`src/rtl/mcur_pkg.sv`:
```
// Shared types and constants for the multi-channel ultrasonic ranger.
// Used by the core, the distance converter and the top level; no dependencies.
package mcur_pkg;

    // Register indexes on the configuration port
    typedef enum logic [1:0] {
        REG_TRIGGER_INTERVAL = 2'd0,
        REG_ECHO_TIMEOUT     = 2'd1,
        REG_MAX_DISTANCE     = 2'd2,
        REG_SCALE            = 2'd3
    } reg_index_t;

    // Item kinds carried on tuser
    localparam logic OP_TICK    = 1'b0;
    localparam logic OP_CAPTURE = 1'b1;

    localparam int INTERVAL_W = 10;
    localparam int TIMEOUT_W  = 14;
    localparam int MAXDIST_W  = 13;
    localparam int SCALE_W    = 16;
    localparam int CFG_W      = 16;
    localparam int CHAN_W     = 2;
    localparam int CAPTURE_W  = 32;
    localparam int MS_W       = 32;
    localparam int DIST_W     = 14;
    localparam int RES_SENSORS = 3;

    localparam logic [INTERVAL_W-1:0] INTERVAL_RESET = 10'd50;
    localparam logic [TIMEOUT_W-1:0]  TIMEOUT_RESET  = 14'd200;
    localparam logic [MAXDIST_W-1:0]  MAXDIST_RESET  = 13'd6400;
    localparam logic [SCALE_W-1:0]    SCALE_RESET    = 16'd17826;

    // Distance that marks a sensor without a valid reading
    localparam logic signed [DIST_W-1:0] DIST_INVALID = -14'sd16;

    typedef logic signed [DIST_W-1:0] dist_t;

    typedef struct packed {
        logic [INTERVAL_W-1:0] trigger_interval_ms;
        logic [TIMEOUT_W-1:0]  echo_timeout_ms;
        logic [MAXDIST_W-1:0]  max_distance_q4;
        logic [SCALE_W-1:0]    scale_q16;
    } cfg_t;

    typedef struct packed {
        logic                 op;
        logic [CHAN_W-1:0]    channel;
        logic [CAPTURE_W-1:0] capture_value;
    } item_t;

    typedef struct packed {
        logic [RES_SENSORS-1:0]             fire_mask;
        logic [RES_SENSORS-1:0]             done_mask;
        logic [RES_SENSORS-1:0][DIST_W-1:0] sensor_dist;
    } result_t;

endpackage

```
`src/rtl/mcur_dist_conv.sv`:
```
// Pulse width to distance conversion: scale multiply, drop 16 fraction bits, clamp.
// Depends on mcur_pkg.
module mcur_dist_conv #(
    parameter int TIMER_BITS = 32
) (
    input  logic [TIMER_BITS-1:0]          pulse,
    input  logic [mcur_pkg::SCALE_W-1:0]   scale_q16,
    input  logic [mcur_pkg::MAXDIST_W-1:0] max_distance_q4,
    output mcur_pkg::dist_t                distance
);

    localparam int PROD_W = TIMER_BITS + mcur_pkg::SCALE_W;

    logic [PROD_W-1:0]     prod;
    logic [TIMER_BITS-1:0] quot;

    // Scale the pulse and keep the integer sixteenths
    assign prod = PROD_W'(pulse) * PROD_W'(scale_q16);
    assign quot = prod[PROD_W-1:mcur_pkg::SCALE_W];

    // Clamp to the configured maximum
    always_comb begin
        if (quot > TIMER_BITS'(max_distance_q4)) begin
            distance = mcur_pkg::dist_t'({1'b0, max_distance_q4});
        end else begin
            distance = mcur_pkg::dist_t'({1'b0, quot[mcur_pkg::MAXDIST_W-1:0]});
        end
    end

endmodule

```
`src/rtl/mcur_core.sv`:
```
// Ranger state and single-pass item processing: tick scheduler, timeouts, echo capture.
// Depends on mcur_pkg and mcur_dist_conv.
module mcur_core #(
    parameter int NUM_SENSORS = 3,
    parameter int TIMER_BITS  = 32
) (
    input  logic                aclk,
    input  logic                aresetn,
    input  logic                advance,
    input  mcur_pkg::item_t     item,
    input  mcur_pkg::cfg_t      cfg,
    output mcur_pkg::result_t   result
);

    localparam int SEL_W = (NUM_SENSORS > 1) ? $clog2(NUM_SENSORS) : 1;
    localparam int SHOWN = (NUM_SENSORS < mcur_pkg::RES_SENSORS) ? NUM_SENSORS
                                                                  : mcur_pkg::RES_SENSORS;
    localparam int MS_W  = mcur_pkg::MS_W;

    logic [MS_W-1:0]        now_reg, now_next;
    logic [SEL_W-1:0]       sensor_reg, sensor_next;
    logic [MS_W-1:0]        sched_reg, sched_next;
    logic [MS_W-1:0]        fire_time_reg [NUM_SENSORS];
    logic [MS_W-1:0]        fire_time_next [NUM_SENSORS];
    logic [NUM_SENSORS-1:0] complete_reg, complete_next;
    logic [NUM_SENSORS-1:0] phase_reg, phase_next;
    logic [TIMER_BITS-1:0]  rise_reg [NUM_SENSORS];
    logic [TIMER_BITS-1:0]  rise_next [NUM_SENSORS];
    mcur_pkg::dist_t        dist_reg [NUM_SENSORS];
    mcur_pkg::dist_t        dist_next [NUM_SENSORS];
    logic [NUM_SENSORS-1:0] fire;

    logic [MS_W-1:0]        now_inc;
    logic                   cur_complete;
    logic [TIMER_BITS-1:0]  cap_val;
    logic [TIMER_BITS-1:0]  sel_rise;
    logic [TIMER_BITS-1:0]  pulse;
    mcur_pkg::dist_t        new_dist;

    assign now_inc = now_reg + 1'b1;
    assign cap_val = item.capture_value[TIMER_BITS-1:0];
    assign pulse   = cap_val - sel_rise;

    // Pick per-sensor values addressed by the scheduler and by the capture channel
    always_comb begin
        cur_complete = 1'b0;
        sel_rise     = '0;
        for (int i = 0; i < NUM_SENSORS; i++) begin
            if (sensor_reg == SEL_W'(i)) begin
                cur_complete = complete_reg[i];
            end
            if (int'(item.channel) == i) begin
                sel_rise = rise_reg[i];
            end
        end
    end

    mcur_dist_conv #(
        .TIMER_BITS(TIMER_BITS)
    ) u_dist_conv (
        .pulse           (pulse),
        .scale_q16       (cfg.scale_q16),
        .max_distance_q4 (cfg.max_distance_q4),
        .distance        (new_dist)
    );

    // Next state for one word
    always_comb begin
        now_next      = now_reg;
        sensor_next   = sensor_reg;
        sched_next    = sched_reg;
        fire_time_next = fire_time_reg;
        complete_next = complete_reg;
        phase_next    = phase_reg;
        rise_next     = rise_reg;
        dist_next     = dist_reg;
        fire          = '0;
        if (item.op == mcur_pkg::OP_TICK) begin
            now_next = now_inc;
            // Round-robin trigger offer
            if (cur_complete &&
                ((now_inc - sched_reg) > MS_W'(cfg.trigger_interval_ms))) begin
                sched_next = now_inc;
                for (int i = 0; i < NUM_SENSORS; i++) begin
                    if (sensor_reg == SEL_W'(i)) begin
                        complete_next[i]  = 1'b0;
                        fire_time_next[i] = now_inc;
                        fire[i]           = 1'b1;
                    end
                end
                if (sensor_reg == SEL_W'(NUM_SENSORS - 1)) begin
                    sensor_next = '0;
                end else begin
                    sensor_next = sensor_reg + 1'b1;
                end
            end
            // Echo timeouts, after the trigger decision
            for (int i = 0; i < NUM_SENSORS; i++) begin
                if (!complete_next[i] &&
                    ((now_inc - fire_time_next[i]) > MS_W'(cfg.echo_timeout_ms))) begin
                    complete_next[i] = 1'b1;
                end
            end
        end else begin
            // Echo edge: rising stores the time, falling measures
            for (int i = 0; i < NUM_SENSORS; i++) begin
                if (int'(item.channel) == i) begin
                    if (!phase_reg[i]) begin
                        rise_next[i]  = cap_val;
                        phase_next[i] = 1'b1;
                    end else begin
                        dist_next[i]     = new_dist;
                        phase_next[i]    = 1'b0;
                        complete_next[i] = 1'b1;
                    end
                end
            end
        end
    end

    // Result word from the updated state
    always_comb begin
        result.fire_mask = '0;
        result.done_mask = '0;
        for (int k = 0; k < mcur_pkg::RES_SENSORS; k++) begin
            result.sensor_dist[k] = mcur_pkg::DIST_INVALID;
        end
        for (int i = 0; i < SHOWN; i++) begin
            result.fire_mask[i]   = fire[i];
            result.done_mask[i]   = complete_next[i];
            result.sensor_dist[i] = dist_next[i];
        end
    end

    // Hold state, advance on each processed word
    always_ff @(posedge aclk) begin
        if (!aresetn) begin
            now_reg      <= '0;
            sensor_reg   <= '0;
            sched_reg    <= '0;
            complete_reg <= '1;
            phase_reg    <= '0;
            for (int i = 0; i < NUM_SENSORS; i++) begin
                fire_time_reg[i] <= '0;
                dist_reg[i]      <= mcur_pkg::DIST_INVALID;
            end
        end else if (advance) begin
            now_reg       <= now_next;
            sensor_reg    <= sensor_next;
            sched_reg     <= sched_next;
            complete_reg  <= complete_next;
            phase_reg     <= phase_next;
            fire_time_reg <= fire_time_next;
            dist_reg      <= dist_next;
        end
    end

    // Rise times are payload: no reset
    always_ff @(posedge aclk) begin
        if (advance) begin
            rise_reg <= rise_next;
        end
    end

endmodule

```
`src/rtl/multi_channel_ultrasonic_ranger_unit.sv`:
```
// Multi-channel ultrasonic ranger: input register, single-pass core, result register.
// Depends on mcur_pkg, mcur_core and mcur_dist_conv.
// A word accepted into the input register passes through the core and is loaded into the
// result register when that register can take it; m_tvalid then offers it.
// Throughput: one word per cycle while the result side is not stalled; the core step is
// combinational between registers; a stalled result register holds the input side.
// Reset (aresetn low, synchronous): both registers empty, configuration at defaults,
// all sensors complete, distances invalid.
module multi_channel_ultrasonic_ranger_unit #(
    parameter int NUM_SENSORS = 3,
    parameter int TIMER_BITS  = 32
) (
    input  logic        aclk,
    input  logic        aresetn,
    // Configuration write port
    input  logic        cfg_wr_en,
    input  logic [1:0]  cfg_index,
    input  logic [15:0] cfg_wdata,
    // Input words
    input  logic        s_tvalid,
    output logic        s_tready,
    input  logic [39:0] s_tdata,   // [1:0] channel, [33:2] capture_value, zero fill
    input  logic        s_tuser,   // op
    // Result words
    output logic        m_tvalid,
    input  logic        m_tready,
    // [2:0] fire_mask, [5:3] done_mask, [19:6] front_distance,
    // [33:20] left_distance, [47:34] right_distance
    output logic [47:0] m_tdata
);

    mcur_pkg::cfg_t    cfg_reg;
    mcur_pkg::item_t   item_reg;
    logic              in_valid_reg;
    mcur_pkg::result_t res_reg;
    mcur_pkg::result_t res_next;
    logic              out_valid_reg;
    logic              advance;

    // Core step when a word is held and the result register can take it
    assign advance  = in_valid_reg && (!out_valid_reg || m_tready);
    assign s_tready = !in_valid_reg || advance;

    // Write configuration registers
    always_ff @(posedge aclk) begin
        if (!aresetn) begin
            cfg_reg.trigger_interval_ms <= mcur_pkg::INTERVAL_RESET;
            cfg_reg.echo_timeout_ms     <= mcur_pkg::TIMEOUT_RESET;
            cfg_reg.max_distance_q4     <= mcur_pkg::MAXDIST_RESET;
            cfg_reg.scale_q16           <= mcur_pkg::SCALE_RESET;
        end else if (cfg_wr_en) begin
            unique case (mcur_pkg::reg_index_t'(cfg_index))
                mcur_pkg::REG_TRIGGER_INTERVAL:
                    cfg_reg.trigger_interval_ms <= cfg_wdata[mcur_pkg::INTERVAL_W-1:0];
                mcur_pkg::REG_ECHO_TIMEOUT:
                    cfg_reg.echo_timeout_ms <= cfg_wdata[mcur_pkg::TIMEOUT_W-1:0];
                mcur_pkg::REG_MAX_DISTANCE:
                    cfg_reg.max_distance_q4 <= cfg_wdata[mcur_pkg::MAXDIST_W-1:0];
                mcur_pkg::REG_SCALE:
                    cfg_reg.scale_q16 <= cfg_wdata[mcur_pkg::SCALE_W-1:0];
                default: ;
            endcase
        end
    end

    // Input register valid flag
    always_ff @(posedge aclk) begin
        if (!aresetn) begin
            in_valid_reg <= 1'b0;
        end else if (s_tready) begin
            in_valid_reg <= s_tvalid;
        end
    end

    // Capture the input word
    always_ff @(posedge aclk) begin
        if (s_tvalid && s_tready) begin
            item_reg.op            <= s_tuser;
            item_reg.channel       <= s_tdata[1:0];
            item_reg.capture_value <= s_tdata[33:2];
        end
    end

    mcur_core #(
        .NUM_SENSORS(NUM_SENSORS),
        .TIMER_BITS (TIMER_BITS)
    ) u_core (
        .aclk    (aclk),
        .aresetn (aresetn),
        .advance (advance),
        .item    (item_reg),
        .cfg     (cfg_reg),
        .result  (res_next)
    );

    // Result register valid flag
    always_ff @(posedge aclk) begin
        if (!aresetn) begin
            out_valid_reg <= 1'b0;
        end else if (advance) begin
            out_valid_reg <= 1'b1;
        end else if (m_tready) begin
            out_valid_reg <= 1'b0;
        end
    end

    // Load the result word
    always_ff @(posedge aclk) begin
        if (advance) begin
            res_reg <= res_next;
        end
    end

    assign m_tvalid = out_valid_reg;
    assign m_tdata  = {res_reg.sensor_dist[2], res_reg.sensor_dist[1], res_reg.sensor_dist[0],
                       res_reg.done_mask, res_reg.fire_mask};

    // At most one sensor fires per tick
    a_one_fire: assert property (@(posedge aclk) disable iff (!aresetn)
        m_tvalid |-> $onehot0(res_reg.fire_mask))
        else $error("more than one sensor fired in one tick");

    // A sensor fired in this tick cannot be complete in the same word
    a_fire_not_done: assert property (@(posedge aclk) disable iff (!aresetn)
        m_tvalid |-> ((res_reg.fire_mask & res_reg.done_mask) == '0))
        else $error("fired sensor reported complete");

    // Negative distances are only the invalid marker
    a_dist_sign: assert property (@(posedge aclk) disable iff (!aresetn)
        m_tvalid |->
            ((!res_reg.sensor_dist[0][13] || res_reg.sensor_dist[0] == mcur_pkg::DIST_INVALID) &&
             (!res_reg.sensor_dist[1][13] || res_reg.sensor_dist[1] == mcur_pkg::DIST_INVALID) &&
             (!res_reg.sensor_dist[2][13] || res_reg.sensor_dist[2] == mcur_pkg::DIST_INVALID)))
        else $error("negative distance other than invalid marker");

    // A stalled result word holds its value
    a_out_hold: assert property (@(posedge aclk) disable iff (!aresetn)
        (m_tvalid && !m_tready) |=> (m_tvalid && $stable(m_tdata)))
        else $error("result word changed while stalled");

endmodule

```
`config.mk`:
```
export PLATFORM = sky130hd
export DESIGN_NAME = multi_channel_ultrasonic_ranger_unit
export DESIGN_NICKNAME = d
export VERILOG_FILES = /design/src/rtl/mcur_pkg.sv /design/src/rtl/mcur_dist_conv.sv /design/src/rtl/mcur_core.sv /design/src/rtl/multi_channel_ultrasonic_ranger_unit.sv
export SDC_FILE = /design/constraint.sdc
export NUM_CORES = 2
export LEC_CHECK = 0
export ABC_AREA = 0
export BUFFER_PORTS_ARGS = -buffer_cell sky130_fd_sc_hd__buf_2
export CAP_MARGIN = 20
export CORE_ASPECT_RATIO = 0.5
export CORE_MARGIN = 2
export CORE_UTILIZATION = 60
export DETAILED_ROUTE_END_ITERATION = 16
export GPL_ROUTABILITY_DRIVEN = 1
export HOLD_SLACK_MARGIN = 0.08
export PLACE_DENSITY = 0.77
export SLEW_MARGIN = 20
export SYNTH_ARGS = -nofsm -noshare
export SYNTH_HDL_FRONTEND = slang
export SYNTH_SLANG_ARGS = --single-unit
```
`constraint.sdc`:
```
create_clock -name aclk -period 37.6 [get_ports aclk]
set_clock_uncertainty 0.15 [all_clocks]
set_input_delay 3.76 -clock aclk [delete_from_list [all_inputs] [get_ports aclk]]
set_output_delay 3.76 -clock aclk [all_outputs]
set_load 0.02 [all_outputs]
```
Word-level counts from Yosys, hierarchy flattened. Cells that the tools add are included.

Register bits: 444. Input port bits: 64. Output and inout port bits: 50.

$add $sub $neg: 7. Multiply operators: 1. $lt $le $gt $ge: 5. Equal/unequal tests: 7. Mux-type cells: 43. Bitwise operators: 5. Reduce and logical (&&, ||, !) cells: 30.

Operator list (number): $mux W32 (6); $mux W96 (2); $sub A32 B32 Y32 (5); $gt A32 B14 Y1 (3); $mux W14 (6); $mul A32 B16 Y48 (1); $mux W42 (1); $add A32 B1 Y32 const B (1); $gt A32 B10 Y1 (1); $gt A32 B13 Y1 (1); $mux W1 (23); $mux W13 (1); $reduce_and A3 Y1 (4); $reduce_and A4 Y1 (3); $eq A2 B2 Y1 const B (5); $reduce_and A2 Y1 (5); $mux W3 (3); $logic_and A1 B1 Y1 (6); $logic_not A2 Y1 (3); $logic_not A1 Y1 (5); $not A1 Y1 (5); $eq A2 B1 Y1 const B (2); $add A2 B1 Y2 const B (1); $logic_or A1 B1 Y1 (2); other kinds (3) (3).

Logic depth before layout (Yosys ltp).
Word-level depth: 12. Gate-level depth with buffers: 56.

Cells and area by module. From an unflattened synthesis, not the netlist that was laid out.

Cells, all modules: 5127. Area, all modules: 44963.1 µm².

Modules (own cells, without submodules): mcur_core (times used 1, cells an instance 2827, area an instance 23391.2 µm²); mcur_dist_conv (times used 1, cells an instance 2004, area an instance 16920.0 µm²); multi_channel_ultrasonic_ranger_unit (times used 1, cells an instance 296, area an instance 4652.0 µm²).

Least setup slack after synthesis. No wires, ideal clock.

Path kind: register -> register. Start point: register item_reg[33] in the netlist's numbering. End point: register res_reg (netlist bit m_tdata[9]), data pin. Library setup time: 0.287 ns. Arrival time: 12.182 ns. Data required time: 37.163 ns. Slack: 24.981 ns. Cell stages (with the launch flop): 56. Path through: edfxtp_1 -> clkbuf_1 -> clkbuf_1 -> mux2i_1 -> o21ai_0 -> ha_1 -> inv_1 -> fa_1 -> a21o_1 -> a21oi_1 -> nor2b_1 -> o21ai_0 -> a21oi_1 -> nor2b_1 -> o21ai_0 -> nand2b_1 -> a21o_1 -> a21o_1 -> [20 not listed] -> o21ai_0 -> a21oi_1 -> xnor2_1 -> ha_1 -> and3_1 -> nand3_1 -> o21bai_1 -> a21oi_1 -> nor4_1 -> o21ai_0 -> or4_1 -> nor4_1 -> nand4_1 -> or4_1 -> buf_2 -> buf_4 -> mux2i_1 -> mux2i_1.

RTL lines: start, declared (line multi_channel_ultrasonic_ranger_unit.sv:33) `mcur_pkg::item_t item_reg;`; end signal, assigned (line multi_channel_ultrasonic_ranger_unit.sv:110) `res_reg <= res_next;`; end, declared (line multi_channel_ultrasonic_ranger_unit.sv:35) `mcur_pkg::result_t res_reg;`.

==> impl_metrics.yaml <==
cts:
  ctsRootBufferMaster: "sky130_fd_sc_hd__clkbuf_16"
  cts.reportedPaths.clkPinSlew_ps: 70
  cts_setup_buffers: 0
  cts.hold.buffers_added: 0
  clock_sinks: 444
  cts_resized: 0
  cts_made_buffers: 43
  insertion_delay_ps: 610
  clock_tree_from_tritoncts: "done"
  h-tree-depth: 2
  cts-root-to-sink-buffers: 3
floorplan:
  die-height_um: 195
  die_area_um2: 74900
  placeableCoreArea_um2: 71400
  core.rowCount: 69
  die_w_um: 385
  io-pin-count: 114
  floorplan.initialDensity: 0.610
synth:
  synth_enable_flop_cells: 179
  avgSynthCellArea_um2: 8.81
  mappedNetlistArea_um2: 43600
  synth_sequential_area_ratio: 0.245
  ys_ff_latch: 444
  synth_warnings: 0
  synth_cells: 4944
  synth_top_flop_cell: "sky130_fd_sc_hd__dfxtp_1"
  ys_types: 92
  async_reset_ff_frac: 0
  mappedNetlistNets: 5768
global_route:
  grt_max_degree: 121
  grt_antenna_before_repair: 3
  grt.total_usage: 0.307
  vias_in_the_first_global_route: 36300
  global_route_wire_length_before_repair_um: 187000
  gr_ovfl_total: 0
critical_path:
  critPathMaxFanout: 73
  worst_path_max_delay_cell: "sky130_fd_sc_hd__xor2_2"
  critical_path_class: "reg -> reg"
  critical_path.startpoint_type: "flop"
  required_worst_endpoint_ps: 37770
  timing.critical_path.mode_cell: "sky130_fd_sc_hd__fa_1"
  worstSetupEndpointType: "flop"
  critPathMaxStageDelay_ps: 780
  timing.critical_path.arrival_ps: 15410
route:
  via_count_of_the_routed_design: 35700
  detail_route.wl_per_cell_um: 18.9
  postRouteAntennaNets: 0
  detail_route.first_pass.iterations: 5
  detail_route.iter0.violations: 2620
  route.final.wire_length_um: 113000
  average_vias_per_placed_instance: 5.99
  route.detailed.drc: 0
sta:
  finalSetupViolCount: 0
  worst-slew-pin-transition_ps: 1110
  period_minus_slack_ps: 15240
  max_freq_ghz: 0.0656
  aggregate_negative_setup_slack_ps: 0
  hold_violations_final: 0
  rsz0062_at_grt: "false"
  max-slew-margin-rel: 0.262
  part_of_the_cycle_the_worst_path_needs: 0.405
  maxSlewViolCount: 0
final_layout:
  syn_to_final_growth_pct: 7.32
  final_common_cell: "sky130_fd_sc_hd__nand2_1"
  fraction_of_layout_instances_using_a_drive_strength_above_1: 0.0676
  layout.nets: 5790
  layout_common_cells: "sky130_fd_sc_hd__nand2_1 (601), sky130_fd_sc_hd__inv_1 (589), sky130_fd_sc_hd__fa_1 (422), sky130_fd_sc_hd__ha_1 (338), sky130_fd_sc_hd__nor2_1 (302)"
flow_run:
  maxCapViolCount: 0
placed_design:
  finalWeightedCongestion: 0.943
  detailedPlacementHpwl_um: 83900
  numPortBuffers: 107
hold_path:
  hp-class: "reg -> reg"
run_status:
  status: "finished, final reports clean"
-- critical path, delay by kind of cell (launching register included) --
kind / cells / cell delay [ps]
xor gates and xnor gates: 2 / 1330
adders and majority gates: 10 / 4460
and+or+nand+nor: 16 / 3540
AOI/OAI and AO/OA: 16 / 2980
DFF: 1 / 320
buffers and inverters: 7 / 1430
muxes: 1 / 670
-- synthesized netlist by cell type (6+ instances only) --
| library cell | number | area [um^2] |
|---|---|---|
| sky130_fd_sc_hd__buf_1 | 6 | 22.5 |
| sky130_fd_sc_hd__nor2b_1 | 49 | 307 |
| sky130_fd_sc_hd__dfxtp_1 | 265 | 5310 |
| sky130_fd_sc_hd__nand2b_1 | 44 | 275 |
| sky130_fd_sc_hd__o22ai_1 | 7 | 43.8 |
| sky130_fd_sc_hd__and3_1 | 23 | 144 |
| sky130_fd_sc_hd__nor4_1 | 20 | 125 |
| sky130_fd_sc_hd__buf_4 | 6 | 45.0 |
| sky130_fd_sc_hd__o211ai_1 | 40 | 300 |
| sky130_fd_sc_hd__a211oi_1 | 41 | 308 |
| sky130_fd_sc_hd__nand2_1 | 601 | 2260 |
| sky130_fd_sc_hd__inv_1 | 589 | 2210 |
| sky130_fd_sc_hd__a211o_1 | 9 | 78.8 |
| sky130_fd_sc_hd__a21boi_0 | 6 | 45.0 |
| sky130_fd_sc_hd__o21bai_1 | 19 | 143 |
| sky130_fd_sc_hd__nand3_1 | 132 | 661 |
| sky130_fd_sc_hd__o2111ai_1 | 8 | 70.1 |
| sky130_fd_sc_hd__o21a_1 | 38 | 285 |
| sky130_fd_sc_hd__nor2_1 | 306 | 1150 |
| sky130_fd_sc_hd__clkbuf_1 | 194 | 728 |
| sky130_fd_sc_hd__o31a_1 | 9 | 78.8 |
| sky130_fd_sc_hd__or2_2 | 7 | 43.8 |
| sky130_fd_sc_hd__a31oi_1 | 17 | 106 |
| sky130_fd_sc_hd__nand4_1 | 46 | 288 |
| sky130_fd_sc_hd__xnor2_1 | 101 | 885 |
| sky130_fd_sc_hd__ha_1 | 338 | 4230 |
| sky130_fd_sc_hd__edfxtp_1 | 179 | 5380 |
| sky130_fd_sc_hd__o31ai_1 | 14 | 105 |
| sky130_fd_sc_hd__buf_2 | 13 | 65.1 |
| sky130_fd_sc_hd__o21ai_0 | 233 | 1170 |
| sky130_fd_sc_hd__a2111oi_0 | 15 | 131 |
| sky130_fd_sc_hd__a21o_1 | 75 | 563 |
| sky130_fd_sc_hd__nor3_1 | 111 | 556 |
| sky130_fd_sc_hd__a311oi_1 | 30 | 263 |
| sky130_fd_sc_hd__or3_1 | 29 | 181 |
| sky130_fd_sc_hd__fa_1 | 422 | 8450 |
| sky130_fd_sc_hd__xor2_1 | 59 | 517 |
| sky130_fd_sc_hd__a21oi_1 | 299 | 1500 |
| sky130_fd_sc_hd__mux2i_1 | 213 | 2130 |
| sky130_fd_sc_hd__and2_1 | 207 | 1290 |
| sky130_fd_sc_hd__or4_1 | 8 | 60.1 |
-- metal layers --
| layer | vias to the layer above | share of wire | GRT usage |
|---|---|---|---|
| met5 | - | 0.00012 | 0 |
| met4 | 2 | 0.031 | 0.0975 |
| met3 | 257 | 0.063 | 0.0451 |
| met2 | 1146 | 0.47 | 0.511 |
| met1 | 17500 | 0.43 | 0.415 |
| li1 | 16700 | - | - |
-- through the flow --
stage / area [um^2] / utilization / hold WS (ps) / setup WS, ps / cells
floorplan: 43600 / - / 266 / 24980 / 4944
global placement: 45200 / 0.634 / 283 / 22720 / 5878
detailed placement: 45200 / 0.634 / 285 / 22480 / 5878
CTS: 46700 / 0.654 / 311 / 22380 / 5957
global route: 46700 / 0.655 / 325 / 21290 / 5959
finish: 46700 / 0.655 / 311 / 22360 / 5959
-- final cells by class --
type                       count  area (um^2)
clock buffer                  55         1170
multi-input combinational   3686        29900
clock inverter                24          302
fill                        5810        24700
inverter                     591         2220
antenna                        1         2.50
tap                          958         1200
sequential                   444        10700
timing repair buffer         200         1250
-- final timing paths --
path / start / to / slack (ps) / cells past startpoint
setup / recovery: item_reg[32] / m_tdata[36] / 22360 / 52
hold / removal: u_core.dist_reg[13] / u_core.dist_reg[13] / 310 / 2
hold reg to reg: u_core.dist_reg[13] / u_core.dist_reg[13] / 310 / 2
setup reg to reg: item_reg[32] / m_tdata[36] / 22360 / 52
-- kinds of logic after synthesis --
group | after synthesis | share of synthesized area
xor gates and xnor gates | 161 | 0.0327
adders and majority gates | 760 | 0.291
and+or+nand+nor | 1618 | 0.175
muxes | 216 | 0.0499
AOI/OAI and AO/OA | 931 | 0.134
DFF | 444 | 0.245
buffers and inverters | 814 | 0.0716
Power is left out: the tool's default activity adds up to more than one toggle a clock period on the data nets, which glitch-free logic cannot reach.
